==> src/sv/hte_pkg.sv <==
`default_nettype none
// ---------------------------------------------------------------------------
// hte_pkg: shared types and constants for the table-driven Huffman encoder
// Holds the item kinds, fixed field widths and the control/status bundles
// that pass between the controller and the datapath.
// ---------------------------------------------------------------------------
package hte_pkg;

	// fixed field widths
	localparam int SYM_W   = 8;
	localparam int WORD_W  = 16;
	localparam int LEN_W   = 5;
	localparam int KIND_W  = 2;
	localparam int BYTE_W  = 8;
	localparam int VBITS_W = 4;
	localparam int CNT_W   = 3;    // pending bit count, 0..7
	localparam int PEND_W  = 7;    // pending bits, right aligned
	localparam int TOTAL_W = 5;    // pending plus code length, up to 23
	localparam int IN_TDATA_W  = 32;
	localparam int OUT_TDATA_W = 16;

	// item kinds; code 3 is unused and falls to a default arm
	typedef enum logic [KIND_W-1:0] {
		KIND_LOAD   = 2'd0,
		KIND_ENCODE = 2'd1,
		KIND_FLUSH  = 2'd2
	} kind_t;

	// commands from controller to datapath
	typedef struct packed {
		logic cap;        // capture input beat
		logic wr;         // write table entry
		logic rd;         // read table entry
		logic acc_load;   // merge looked-up code into accumulator
		logic emit;       // move one full byte to output register
		logic pend_upd;   // keep leftover bits as pending
		logic flush;      // move partial byte with last mark to output
	} ctrl_cmd_t;

	// status from datapath to controller
	typedef struct packed {
		kind_t kind;
		logic  in_range;
		logic  len_zero;
		logic  total_ge8;
		logic  out_free;
	} dp_stat_t;

endpackage

`default_nettype wire

==> src/sv/hte_ctrl.sv <==
`default_nettype none
// ---------------------------------------------------------------------------
// hte_ctrl: sequencing state machine
// Takes one input beat at a time, steers the table access and byte emission,
// and reopens the input once the item is finished.
// ---------------------------------------------------------------------------
module hte_ctrl (
	input  wire logic               clk,
	input  wire logic               arst_n,
	input  wire logic               s_tvalid,
	output logic                    s_tready,
	input  wire hte_pkg::dp_stat_t  stat,
	output hte_pkg::ctrl_cmd_t      cmd
);

	typedef enum logic [2:0] {
		ST_IDLE,
		ST_DISPATCH,
		ST_LOOKUP,
		ST_EMIT,
		ST_FLUSH
	} state_t;

	state_t state_q;
	logic   ready_q;

	// commands decoded from state and status
	always_comb begin
		cmd          = '0;
		cmd.cap      = ready_q && s_tvalid;
		case (state_q)
			ST_DISPATCH: begin
				cmd.wr = (stat.kind == hte_pkg::KIND_LOAD) && stat.in_range;
				cmd.rd = (stat.kind == hte_pkg::KIND_ENCODE) && stat.in_range;
			end
			ST_LOOKUP: begin
				cmd.acc_load = !stat.len_zero;
			end
			ST_EMIT: begin
				cmd.emit     = stat.total_ge8 && stat.out_free;
				cmd.pend_upd = !stat.total_ge8;
			end
			ST_FLUSH: begin
				cmd.flush = stat.out_free;
			end
			default: begin
			end
		endcase
	end

	// state and ready register
	always_ff @(posedge clk or negedge arst_n) begin
		if (!arst_n) begin
			state_q <= ST_IDLE;
			ready_q <= 1'b1;
		end else begin
			case (state_q)
				ST_IDLE: begin
					if (s_tvalid && ready_q) begin
						state_q <= ST_DISPATCH;
						ready_q <= 1'b0;
					end
				end
				ST_DISPATCH: begin
					case (stat.kind)
						hte_pkg::KIND_ENCODE: begin
							if (stat.in_range) begin
								state_q <= ST_LOOKUP;
							end else begin
								state_q <= ST_IDLE;
								ready_q <= 1'b1;
							end
						end
						hte_pkg::KIND_FLUSH: begin
							state_q <= ST_FLUSH;
						end
						default: begin
							state_q <= ST_IDLE;
							ready_q <= 1'b1;
						end
					endcase
				end
				ST_LOOKUP: begin
					if (stat.len_zero) begin
						state_q <= ST_IDLE;
						ready_q <= 1'b1;
					end else begin
						state_q <= ST_EMIT;
					end
				end
				ST_EMIT: begin
					if (!stat.total_ge8) begin
						state_q <= ST_IDLE;
						ready_q <= 1'b1;
					end
				end
				ST_FLUSH: begin
					if (stat.out_free) begin
						state_q <= ST_IDLE;
						ready_q <= 1'b1;
					end
				end
				default: begin
					state_q <= ST_IDLE;
					ready_q <= 1'b1;
				end
			endcase
		end
	end

	assign s_tready = ready_q;

endmodule

`default_nettype wire
==> config.mk <==
export PLATFORM = sky130hd
export DESIGN_NAME = hte_ctrl
export DESIGN_NICKNAME = d
export VERILOG_FILES = /design/src/sv/hte_pkg.sv /design/src/sv/hte_ctrl.sv
export SDC_FILE = /design/constraint.sdc
export NUM_CORES = 1
export LEC_CHECK = 0
export BUFFER_PORTS_ARGS = -buffer_cell sky130_fd_sc_hd__buf_2
export CORE_AREA = 2 2 39 41
export CTS_BUF_LIST = sky130_fd_sc_hd__clkbuf_4 sky130_fd_sc_hd__clkbuf_8
export DETAILED_ROUTE_END_ITERATION = 8
export DIE_AREA = 0 0 41 43
export RECOVER_POWER = 25
export SYNTH_ARGS = -nofsm -noshare
export SYNTH_HDL_FRONTEND = slang
export SYNTH_SLANG_ARGS = --single-unit
export TNS_END_PERCENT = 1
==> constraint.sdc <==
create_clock -name clk -period 2.5 [get_ports clk]
set_input_delay 0.75 -clock clk [delete_from_list [all_inputs] [get_ports clk]]
set_output_delay 0.75 -clock clk [all_outputs]
set_load 0.02 [all_outputs]
==> reports/metrics.sh <==
DRT-VIAS-PER-INSTANCE=4.88
CTS-HOLD-FIX-BUFFERS=0
WORST_EP_ARRIVAL_TIME_NS=1.48
FIRSTDRTPASSITERS=4
SYNTH_XOR_AREA_FRAC=0
HTREE_NUM_LEVELS=1
DP_CELLS=65
COMPOUND_GATE_PORTION_OF_THE_SYNTHESIZED_AREA=0.192
CLOCK_SINKS=4
YOSYS_WARN_COUNT=0
CRIT_BUF_INV=1
CRITICAL_PATH.ENDPOINT_TYPE='output port'
WORSTPATHMAXFANOUT=10
CLOCK_INSERTION_DELAY_WORST_SKEW_NS=0.24
POST_ROUTE_CELLS_DRIVE_ABOVE_1_SHARE=0.528
MULTI_INPUT_AREA_UM2=223
WORST_PATH_MAX_DELAY_CELL='dfrtp_1'
SETUP_TOTAL_NEG_SLACK_NS=0
SYN_NETS=45
SYNTH.DISTINCT_CELLS=24
SYNTH-EDFF-COUNT=0
DESIGN.DIE.AREA_MM2=0.00176
BOUNDARYPINS=17
POST_CTS_SIZING_COUNT=0
DP_HPWL_UM=590
REPORT.FINAL.SLEW_VIOL_COUNT=0
POST_SYNTH_AND_OR_NAND_NOR_AREA_FRACTION=0.441
NUM_VIAS=337
SEQ_AREA_FRAC_SYNTH=0.288
TRACK_USAGE=0.108
CELLPOWERDENSITY_mW_PER_MM2=923
CTS_BUFFERS=3
MAXCAPVIOLATIONS=0
FINCLKSKEW_NS=0.00891
FIN_CRIT_SH=0.891
DR.FIRST_ITER.DRC_COUNT=4
SYNTH_SEQ_CELLS=4
FINAL_ANTENNA_DIODE_COUNT=0
REMAINING_DRC_ERRORS=0
FINALHOLDWORSTSLACK_NS=0.329
ANT_NETS=0
MAX_SLEW.WORST_PIN.SLEW_NS=0.398
HOLD_PATH_CLASS='input port to async pin'
MAIN_COMBINATIONAL_CELL_FAMILY_BY_AREA_AFTER_SYNTHESIS='simple AND/OR/NAND/NOR gates'
LAYOUT.CELLS.NON_FILLER=69
POST_SYNTH_INST_COUNT=36
CTS_MAX_PATH_BUFFERS=2
FINAL.MIN_CLOCK_PERIOD_NS=2.23
SYN-MEAN-INSTANCE-AREA_UM2=9.77
REG2REG_SLACK_NS=0.97
SEQCELLAREA_UM2=101
MAPPEDNETLISTAREA_UM2=352
CTS_SETUP_BUFFERS=0
SYNTH_ASYNC_SR_FLOP_SHARE=1.00
ROW_COUNT=14
DIEWIDTH_UM=41
GROUTE.LAYER.MET3.USAGE=0.0471
GRT_PASS1_VIAS=290
TRITONCTS='yes'
CRITICAL_PATH_CLASS='register to output port'
CRIT_CHAIN='nand4bb_4, nor3b_2, buf_2'
INITIAL_UTILIZATION=0.254
TIMING.CRITICAL_PATH.MAX_DELAY_FAMILY='simple AND/OR/NAND/NOR gates'
POSTROUTEWIRELENGTH_UM=798
WIRE_LENGTH_OF_THE_FIRST_GLOBAL_ROUTING_PASS_UM=1240
RESULT_OF_THE_RUN='finished, final reports clean'
PLACE.GP.CONGESTION=0.697
FINALHOLDVIOLCOUNT=0
SETUP-VIOLATIONS-FINAL=0
DETAIL_ROUTE.WL_PER_CELL_UM=11.6
GRT_START_MAX_NET_PINS=13
BUFFER_PORTS.INSERTED=16
POWER.LEAKAGE_uW=0.000223
GLOBAL_ROUTE.USAGE.MET2=0.138
CP-START-KIND='register'
CLOCK_ROOT_CELL='clkbuf_4'
FP.COREAREA_MM2=0.00138
SYNTHADDERAREAFRAC=0
CLK_PIN_SLEW_NS=0.05
WORST_PATH_LARGEST_CELL_DELAY_NS=0.48
NNETSFINAL=63
FINAL_CORE_UTIL=0.330
CRITPATHREQUIREDTIME_NS=1.75
RSZ0062_AT_GRT='false'
GRT.BUSIEST_LAYER='met2'
SYNTH_FLOP_CELL='dfrtp_1'
GRT_REMAINING_OVERFLOW=0
DIE_H_UM=43
GLOBALROUTEMET1UTIL=0.136
POST_SYNTH_MUX_AREA_SHARE=0
MAX-SLEW-MARGIN-REL=0.735
LAYOUT-AREA-OVERHEAD-VS-SYNTH_PCT=29.9
FMAX_ACHIEVED_MHz=449
FINAL_LAYOUT_FILL_CELL_COUNT=147
VDD.IR_DROP.WORST_V=0.000354
ANTENNA_FOUND_INITIAL=0
flip-flops by register name, indices dropped and copies added, names as in the netlist:
register / count
s_tready: 1
state_q: 3
where the power goes:
| part | total [uW] | internal, uW | switching [uW] |
|---|---|---|---|
| Combinational | 180 | 92.5 | 87.2 |
| Sequential | 141 | 91.9 | 49.4 |
| Clock | 101 | 70.9 | 29.8 |
worst paths after layout:
check	endpoint	from	cells after the start
max	cmd[4]	state_q[2]	3
min	state_q[1]	arst_n	1
max reg2reg	s_tready	state_q[0]	4
min reg2reg	s_tready	s_tready	2
max in group asynchronous	s_tready	arst_n	1
min in group clk	s_tready	s_tready	2
logic make-up after synthesis:
group | count (synthesis)
buf+inv | 4
compound gates | 7
flops | 4
simple gates | 21
area by class of cell:
class | instances | share of cell area
repair buffers | 16 | 0.173
inverters | 1 | 0.00822
clock buffers | 4 | 0.0658
flip-flops and latches | 4 | 0.222
multi-input cells | 28 | 0.488
well taps | 16 | 0.0438
through the flow:
| stage | setup slack (ns) | instance area, um^2 | total power (uW) |
|---|---|---|---|
| 2_1_floorplan | 0.407 | 352 | 288 |
| 3_3_place_gp | 0.316 | 428 | 317 |
| 3_5_place_dp | 0.285 | 428 | 321 |
| 4_1_cts | 0.268 | 458 | 424 |
| 5_1_grt | 0.191 | 457 | 455 |
| 6_report | 0.274 | 457 | 422 |
Yosys cell counts (2+ instances only):
library cell  n  area (um^2)
nor3_1        3         15.0
nor2_1        4         15.0
nand2_1       3         11.3
o41ai_2       2         32.5
nand3_1       2         10.0
dfrtp_1       3         75.1
a21oi_1       2         10.0
placed cells by master (no fill, tap or decap):
master,synthesis,layout
a21o_1,1,1
a21oi_1,2,2
and4bb_2,1,1
buf_2,1,15
clkbuf_1,0,1
clkbuf_4,0,4
dfrtp_1,3,3
dfstp_2,1,1
inv_1,1,1
nand2_1,3,3
nand2b_2,1,1
nand3_1,2,2
nand4bb_1,1,1
nand4bb_4,1,1
nor2_1,4,4
nor3_1,3,3
nor3b_1,1,1
nor3b_2,1,1
o211a_1,1,1
o21a_1,1,1
o41ai_2,2,2
or2_2,1,1
or2_4,1,1
or3b_1,1,1
routing by layer:
layer	up-vias	share of wire
li1	165	-
met5	-	0
met4	0	0
met3	0	0.046
met2	13	0.48
met1	159	0.47
Power figures use the tool's default switching activity.
